--- config.mk ---
export PLATFORM = sky130hd
export DESIGN_NAME = stable_priority_queue_unit
export DESIGN_NICKNAME = d
export VERILOG_FILES = /design/src/rtl/core/spq_pkg.sv /design/src/rtl/core/stable_priority_queue_unit.sv /design/src/rtl/core/spq_cell.sv
export VERILOG_INCLUDE_DIRS = /design/src /design/src/rtl/core
export SDC_FILE = /design/constraint.sdc
export NUM_CORES = 1
export LEC_CHECK = 0
export BUFFER_PORTS_ARGS = -buffer_cell sky130_fd_sc_hd__buf_2
export CELL_PAD_IN_SITES_DETAIL_PLACEMENT = 1
export CELL_PAD_IN_SITES_GLOBAL_PLACEMENT = 1
export CORE_MARGIN = 5
export CORE_UTILIZATION = 53
export CTS_BUF_LIST = sky130_fd_sc_hd__clkbuf_4 sky130_fd_sc_hd__clkbuf_8
export DETAILED_ROUTE_END_ITERATION = 6
export MAX_ROUTING_LAYER = met4
export PLACE_DENSITY_LB_ADDON = 0.08
export SLEW_MARGIN = 20
export SYNTH_ARGS = -nofsm -noshare
export SYNTH_HDL_FRONTEND = slang
export SYNTH_SLANG_ARGS = --single-unit
--- constraint.sdc ---
create_clock -name clk -period 5 [get_ports clk]
set_clock_uncertainty 0.05 [all_clocks]
set_input_delay 0.5 -clock clk [delete_from_list [all_inputs] [get_ports clk]]
set_output_delay 0.5 -clock clk [all_outputs]
set_load 0.02 [all_outputs]
--- src/rtl/core/assert_macros.svh ---
// ----------------------------------------------------------------------------
// Assertion macros
// Shared concurrent assertion forms, clocked on clk, disabled in reset.
// ----------------------------------------------------------------------------
`ifndef ASSERT_MACROS_SVH
`define ASSERT_MACROS_SVH

// Same-cycle implication
`define AST_IMP(lbl, ante, cons) \
	lbl: assert property (@(posedge clk) disable iff (!arst_n) (ante) |-> (cons)) \
		else $error("assertion failed: same-cycle check");

// Next-cycle implication
`define AST_NXT(lbl, ante, cons) \
	lbl: assert property (@(posedge clk) disable iff (!arst_n) (ante) |=> (cons)) \
		else $error("assertion failed: next-cycle check");

`endif

--- src/rtl/core/spq_pkg.sv ---
// ----------------------------------------------------------------------------
// spq_pkg
// Types and constants for the sorted priority queue.
// ----------------------------------------------------------------------------
package spq_pkg;

	localparam int DEPTH_DEF = 16;

	localparam logic CMD_INSERT = 1'b0;
	localparam logic CMD_REMOVE = 1'b1;

	typedef enum logic [1:0] {
		ST_INSERTED = 2'd0,
		ST_REMOVED  = 2'd1,
		ST_EMPTY    = 2'd2,
		ST_FULL     = 2'd3
	} status_t;

	typedef struct packed {
		logic        command;
		logic [15:0] token;
		logic [7:0]  priority_req;
	} req_t;

	typedef struct packed {
		status_t     status;
		logic [15:0] out_token;
		logic [7:0]  out_priority;
		logic [4:0]  occupancy;
	} rsp_t;

	typedef struct packed {
		logic [15:0] token;
		logic [7:0]  prio;
	} entry_t;

	typedef struct packed {
		logic ins;
		logic rem;
	} cell_ctl_t;

endpackage

--- src/rtl/core/stable_priority_queue_unit.sv ---
// A result beat is registered and appears in the cycle after its request beat
// is accepted. One insert or remove per cycle, held off while a result waits
// with rsp_ready low; the result register parts the two channels.
// Reset clears the fill count and the result valid; slot contents are left
// as they are and are never read before being written.
// ----------------------------------------------------------------------------
// stable_priority_queue_unit
// Sorted-array priority queue built as a row of shifting cells.
// ----------------------------------------------------------------------------
`include "assert_macros.svh"

module stable_priority_queue_unit #(
	parameter int DEPTH = spq_pkg::DEPTH_DEF
) (
	input  logic          clk,
	input  logic          arst_n,
	input  logic          req_valid,
	output logic          req_ready,
	input  spq_pkg::req_t req,
	output logic          rsp_valid,
	input  logic          rsp_ready,
	output spq_pkg::rsp_t rsp
);

	localparam int CW = $clog2(DEPTH + 1);

	logic               acc;
	logic               full;
	logic               empty;
	logic [CW-1:0]      cnt_q;
	logic [CW-1:0]      cnt_d;
	spq_pkg::cell_ctl_t ctl;
	spq_pkg::entry_t    new_entry;
	spq_pkg::entry_t    ent [DEPTH];
	logic               aft [DEPTH];
	spq_pkg::rsp_t      rsp_d;
	spq_pkg::rsp_t      rsp_q;
	logic               rsp_valid_q;

	assign req_ready = !rsp_valid_q || rsp_ready;
	assign acc       = req_valid && req_ready;
	assign full      = cnt_q == CW'(DEPTH);
	assign empty     = cnt_q == '0;

	assign ctl.ins = acc && (req.command == spq_pkg::CMD_INSERT) && !full;
	assign ctl.rem = acc && (req.command == spq_pkg::CMD_REMOVE) && !empty;

	assign new_entry.token = req.token;
	assign new_entry.prio  = req.priority_req;

	for (genvar i = 0; i < DEPTH; i++) begin : g_cell
		spq_pkg::entry_t left_e;
		spq_pkg::entry_t right_e;
		logic            left_a;

		if (i == 0) begin : g_head
			assign left_e = '0;
			assign left_a = 1'b0;
		end else begin : g_mid
			assign left_e = ent[i-1];
			assign left_a = aft[i-1];
		end

		if (i == DEPTH - 1) begin : g_tail
			assign right_e = '0;
		end else begin : g_body
			assign right_e = ent[i+1];
		end

		spq_cell #(
			.IDX(i),
			.CW (CW)
		) u_cell (
			.clk        (clk),
			.ctl        (ctl),
			.cnt        (cnt_q),
			.new_entry  (new_entry),
			.left_entry (left_e),
			.left_after (left_a),
			.right_entry(right_e),
			.entry      (ent[i]),
			.after      (aft[i])
		);
	end

	always_comb begin
		cnt_d = cnt_q;
		if (ctl.ins) begin
			cnt_d = cnt_q + 1'b1;
		end else if (ctl.rem) begin
			cnt_d = cnt_q - 1'b1;
		end
	end

	always_comb begin
		rsp_d              = '0;
		rsp_d.occupancy    = 5'(cnt_d);
		if (req.command == spq_pkg::CMD_INSERT) begin
			rsp_d.status = full ? spq_pkg::ST_FULL : spq_pkg::ST_INSERTED;
		end else if (empty) begin
			rsp_d.status = spq_pkg::ST_EMPTY;
		end else begin
			rsp_d.status       = spq_pkg::ST_REMOVED;
			rsp_d.out_token    = ent[0].token;
			rsp_d.out_priority = ent[0].prio;
		end
	end

	always_ff @(posedge clk or negedge arst_n) begin
		if (!arst_n) begin
			cnt_q       <= '0;
			rsp_valid_q <= 1'b0;
		end else begin
			cnt_q <= cnt_d;
			if (acc) begin
				rsp_valid_q <= 1'b1;
			end else if (rsp_ready) begin
				rsp_valid_q <= 1'b0;
			end
		end
	end

	// payload: hold until the next accepted beat
	always_ff @(posedge clk) begin
		if (acc) begin
			rsp_q <= rsp_d;
		end
	end

	assign rsp_valid = rsp_valid_q;
	assign rsp       = rsp_q;

	`AST_IMP(a_cnt_bound, 1'b1, cnt_q <= CW'(DEPTH))
	`AST_NXT(a_ins_grows, ctl.ins, cnt_q == $past(cnt_q) + 1'b1)
	`AST_IMP(a_head_sorted, cnt_q >= CW'(2), ent[0].prio <= ent[1].prio)
	`AST_NXT(a_full_holds, acc && full && req.command == spq_pkg::CMD_INSERT,
		rsp.status == spq_pkg::ST_FULL && cnt_q == $past(cnt_q))

endmodule

--- src/rtl/core/spq_cell.sv ---
// ----------------------------------------------------------------------------
// spq_cell
// One slot of the sorted row: holds, shifts towards the tail on insert,
// shifts towards the head on remove.
// ----------------------------------------------------------------------------
module spq_cell #(
	parameter int IDX = 0,
	parameter int CW  = 5
) (
	input  logic              clk,
	input  spq_pkg::cell_ctl_t ctl,
	input  logic [CW-1:0]     cnt,
	input  spq_pkg::entry_t   new_entry,
	input  spq_pkg::entry_t   left_entry,
	input  logic              left_after,
	input  spq_pkg::entry_t   right_entry,
	output spq_pkg::entry_t   entry,
	output logic              after
);

	spq_pkg::entry_t entry_q;
	logic            occ;

	assign occ   = cnt > CW'(IDX);
	// an empty slot, or one less urgent than the new entry, lies after it
	assign after = !occ || (entry_q.prio > new_entry.prio);
	assign entry = entry_q;

	always_ff @(posedge clk) begin
		if (ctl.ins) begin
			if (after && left_after) begin
				entry_q <= left_entry;
			end else if (after) begin
				entry_q <= new_entry;
			end
		end else if (ctl.rem) begin
			entry_q <= right_entry;
		end
	end

endmodule
==> results.sh <==
export IMPL_outcome="finished, final reports clean"
export IMPL_post_route_min_period_ps=3680
export IMPL_vias=18610
export IMPL_layout_nets=2444
export IMPL_critPathLaunch="cnt_q[1]"
export IMPL_netlist_area_um2=24100
export IMPL_cts_resized=0
export IMPL_fin_crit_sh_pct=73.6
export IMPL_yosys_most_used_dff="edfxtp_1"
export IMPL_crit_type="reg2reg"
export IMPL_cts_tree="done"
export IMPL_portBuffers=61
export IMPL_insertedDiodeCount=0
export IMPL_max_slew_margin_pct=26.2
export IMPL_antenna_found_initial=0
export IMPL_drv_cap=0
export IMPL_layout_commonest_cell="edfxtp_1"
export IMPL_std_cell_rows=78
export IMPL_pin_count=62
export IMPL_seqPwrFrac_pct=38.6
export IMPL_cpMaxStageDelayCell="dfrtp_1"
export IMPL_ant_nets=0
export IMPL_hold_viol=0
export IMPL_finalSetupTns_ps=0
export IMPL_avgSynthCellArea_um2=10.7
export IMPL_ys_types=54
export IMPL_grt_max_degree=251
export IMPL_worst_path_buf_inv=2
export IMPL_arrival_ps=3960
export IMPL_drtPass1Iterations=5
export IMPL_clock_sinks=421
export IMPL_rsz0062_at_grt="false"
export IMPL_grt_pass1_wl_um=114000
export IMPL_dp_hpwl_um=51400
export IMPL_start_util_pct=53.4
export IMPL_p_per_area_nw_per_um2=486
export IMPL_grt_pass1_vias=18803
export IMPL_cp_depth=10
export IMPL_die_area_um2=49900
export IMPL_syn_inst=2257
export IMPL_p_int_uw=7980
export IMPL_cp_top_family="simple AND/OR/NAND/NOR gates"
export IMPL_worstHoldPathCells=3
export IMPL_post_drt_wl_per_cell_um=25.0
export IMPL_p_comb_share_pct=36.3
export IMPL_drc_errors=0
export IMPL_yosysTopAreaCell="edfxtp_1"
export IMPL_hp_start="rsp_ready"
export IMPL_switching_share_pct=37.9
export IMPL_ctsRootBufferMaster="clkbuf_8"
export IMPL_p_clk_share_pct=25.1
export IMPL_setup_viol=0
export IMPL_htreeDepth=3
export IMPL_clk_path_buf_depth=3
export IMPL_die_w_um=223
export IMPL_min_path_type="in2reg"
export IMPL_clk_insertion_delay_late_ps=660
export IMPL_die_height_um=223
export IMPL_tightest_slew_ps=1110
export IMPL_worstPathCellList="inv_1 > ha_1 > o21ba_2 > o21a_1 > nor2_1 > a311oi_2 > nor2_4 > buf_4 > mux2i_1 > o21ai_0"
export IMPL_vias_per_cell=6.33
export IMPL_place_congestion=0.898
export IMPL_cp_max_fo=20
export IMPL_reg2reg_from="cnt_q[1]"
export IMPL_layout_common_cells="edfxtp_1 (415), nand2_1 (394), mux2i_1 (288), o21ai_0 (267)"
export IMPL_power_total_uw=12800
export IMPL_end_kind="register"
export IMPL_grt_use_total_pct=29.8
export IMPL_core_area_um2=45200
export IMPL_syn_to_final_growth_pct=9.50
export IMPL_clk_pin_slew_ps=60
export IMPL_fmax_mhz=272
export IMPL_synth_area_leaders="edfxtp_1 (52%), mux2i_1 (12%), ha_1 (6.9%)"
export IMPL_start_kind="register"
export IMPL_wirelength_um=73600
export IMPL_syn_nets=2420
export IMPL_synth_edf_count=415
export IMPL_cts_buffers=77
export IMPL_hold_buffers=2
export IMPL_cts_setup_buffers=0
export IMPL_worst_path_largest_cell_delay_ps=560
export IMPL_p_leak_uw=0.0106
export IMPL_drt_iter0_markers=2264
export IMPL_slew_violations=0
export IMPL_synth_warnings=0
export IMPL_synth_top_area_share_pct=51.7
export IMPL_seq_area_frac_synth_pct=52.3
export IMPL_ys_seq_elements=421
export IMPL_drive_gt1_share_pct=12.0
export IMPL_async_flop_share_pct=1.43
export IMPL_p_sw_uw=4860
export IMPL_irDropWorstVdd_mv=0.285
export IMPL_overflow=0
export IMPL_r2r_cells=10
export IMPL_critPathRequiredTime_ps=5290
## tightest hold or removal path, delay by kind of cell
family | cells | cell delay [ps]
buf+inv | 1 | 80
simple gates | 2 | 190
## logic make-up (layout without fill, tap and decap cells)
kind of cell               Yosys count  in the layout  share of synthesized area (%)
AOI/OAI and AO/OA                  609            609                           14.1
adders and majority gates          134            134                           6.95
xor gates and xnor gates             4              4                          0.145
and+or+nand+nor                    598            598                           10.6
DFF                                421            421                           52.3
buffers and inverters              203            286                           3.97
muxes                              288            288                           11.9
## registers in the layout, indices dropped and copies added (netlist names)
signal,flops
g_cell.u_cell.entry,384
rsp,31
cnt_q,5
rsp_valid,1
## worst paths after layout
check	to	slack (ps)
worst max-delay path	g_cell[9].u_cell.entry[13]	1320
worst min-delay path	rsp_valid	100
worst max register to register	g_cell[9].u_cell.entry[13]	1320
worst min register to register	rsp_valid	490
max in group asynchronous	cnt_q[2]	4620
min in group asynchronous	cnt_q[1]	130
## synth_stat cells (2+ instances only)
| cell | number |
|---|---|
| buf_12 | 2 |
| a21oi_1 | 144 |
| edfxtp_1 | 415 |
| o21ba_2 | 2 |
| a22oi_1 | 4 |
| nand3_1 | 3 |
| dfrtp_1 | 6 |
| o22a_1 | 4 |
| nand4_1 | 52 |
| a311oi_2 | 4 |
| o21ai_0 | 267 |
| buf_6 | 6 |
| ha_1 | 134 |
| inv_1 | 33 |
| a211o_1 | 2 |
| o31a_1 | 4 |
| and3_1 | 2 |
| o311a_1 | 2 |
| o211ai_1 | 32 |
| a21oi_2 | 2 |
| o21a_1 | 9 |
| buf_4 | 17 |
| nor2_1 | 89 |
| nor3_1 | 2 |
| o22ai_1 | 2 |
| and2_1 | 30 |
| buf_1 | 7 |
| mux2i_1 | 288 |
| nand2_1 | 395 |
| nor2_4 | 3 |
| a31oi_1 | 54 |
| a21o_1 | 6 |
| or2_2 | 2 |
| nor2b_1 | 12 |
| a21boi_1 | 2 |
| buf_2 | 41 |
| clkbuf_1 | 96 |
| o21ai_1 | 59 |
| xnor2_1 | 3 |
| nand2b_1 | 5 |
| a211oi_1 | 2 |
## layout make-up
| type | count | area (um2) |
|---|---|---|
| Clock buffer | 109 | 1310 |
| Clock inverter | 29 | 151 |
| Fill cell | 4859 | 18800 |
| Inverter | 33 | 124 |
| Multi-Input combinational cell | 1633 | 10700 |
| Sequential cell | 421 | 12600 |
| Tap cell | 600 | 751 |
| Timing Repair Buffer | 115 | 778 |
## per-layer routing
metal / share of wire (%) / vias to the layer above / global-route usage (%)
li1: - / 8414 / -
met1: 46 / 9337 / 44.6
met2: 44 / 757 / 43.4
met3: 8.1 / 102 / 4.88
met4: 1.6 / 0 / 5.85
met5: 0 / - / -
## power by group through the flow
stage               registers [uW]  clock network, uW  logic, uW
floorplan                     4830                  0       3490
global placement              4990                  0       4440
detailed placement            5010                  0       4610
CTS                           4940               3280       4640
global route                  5000               3460       4980
finish                        4960               3220       4660
## stage by stage
step | hold slack (ps) | utilization, % | area [um2] | worst slack, ps | instances
3_3_place_gp | 286 | 55.2 | 24900 | 820 | 2800
2_1_floorplan | 154 | - | 24100 | 697 | 2257
5_1_grt | 88.6 | 58.5 | 26400 | 1260 | 2940
3_5_place_dp | 285 | 55.2 | 24900 | 744 | 2800
4_1_cts | 46.9 | 58.5 | 26400 | 1470 | 2940
6_report | 100 | 58.5 | 26400 | 1320 | 2940
Note: power is estimated with default switching activity, not from simulation.
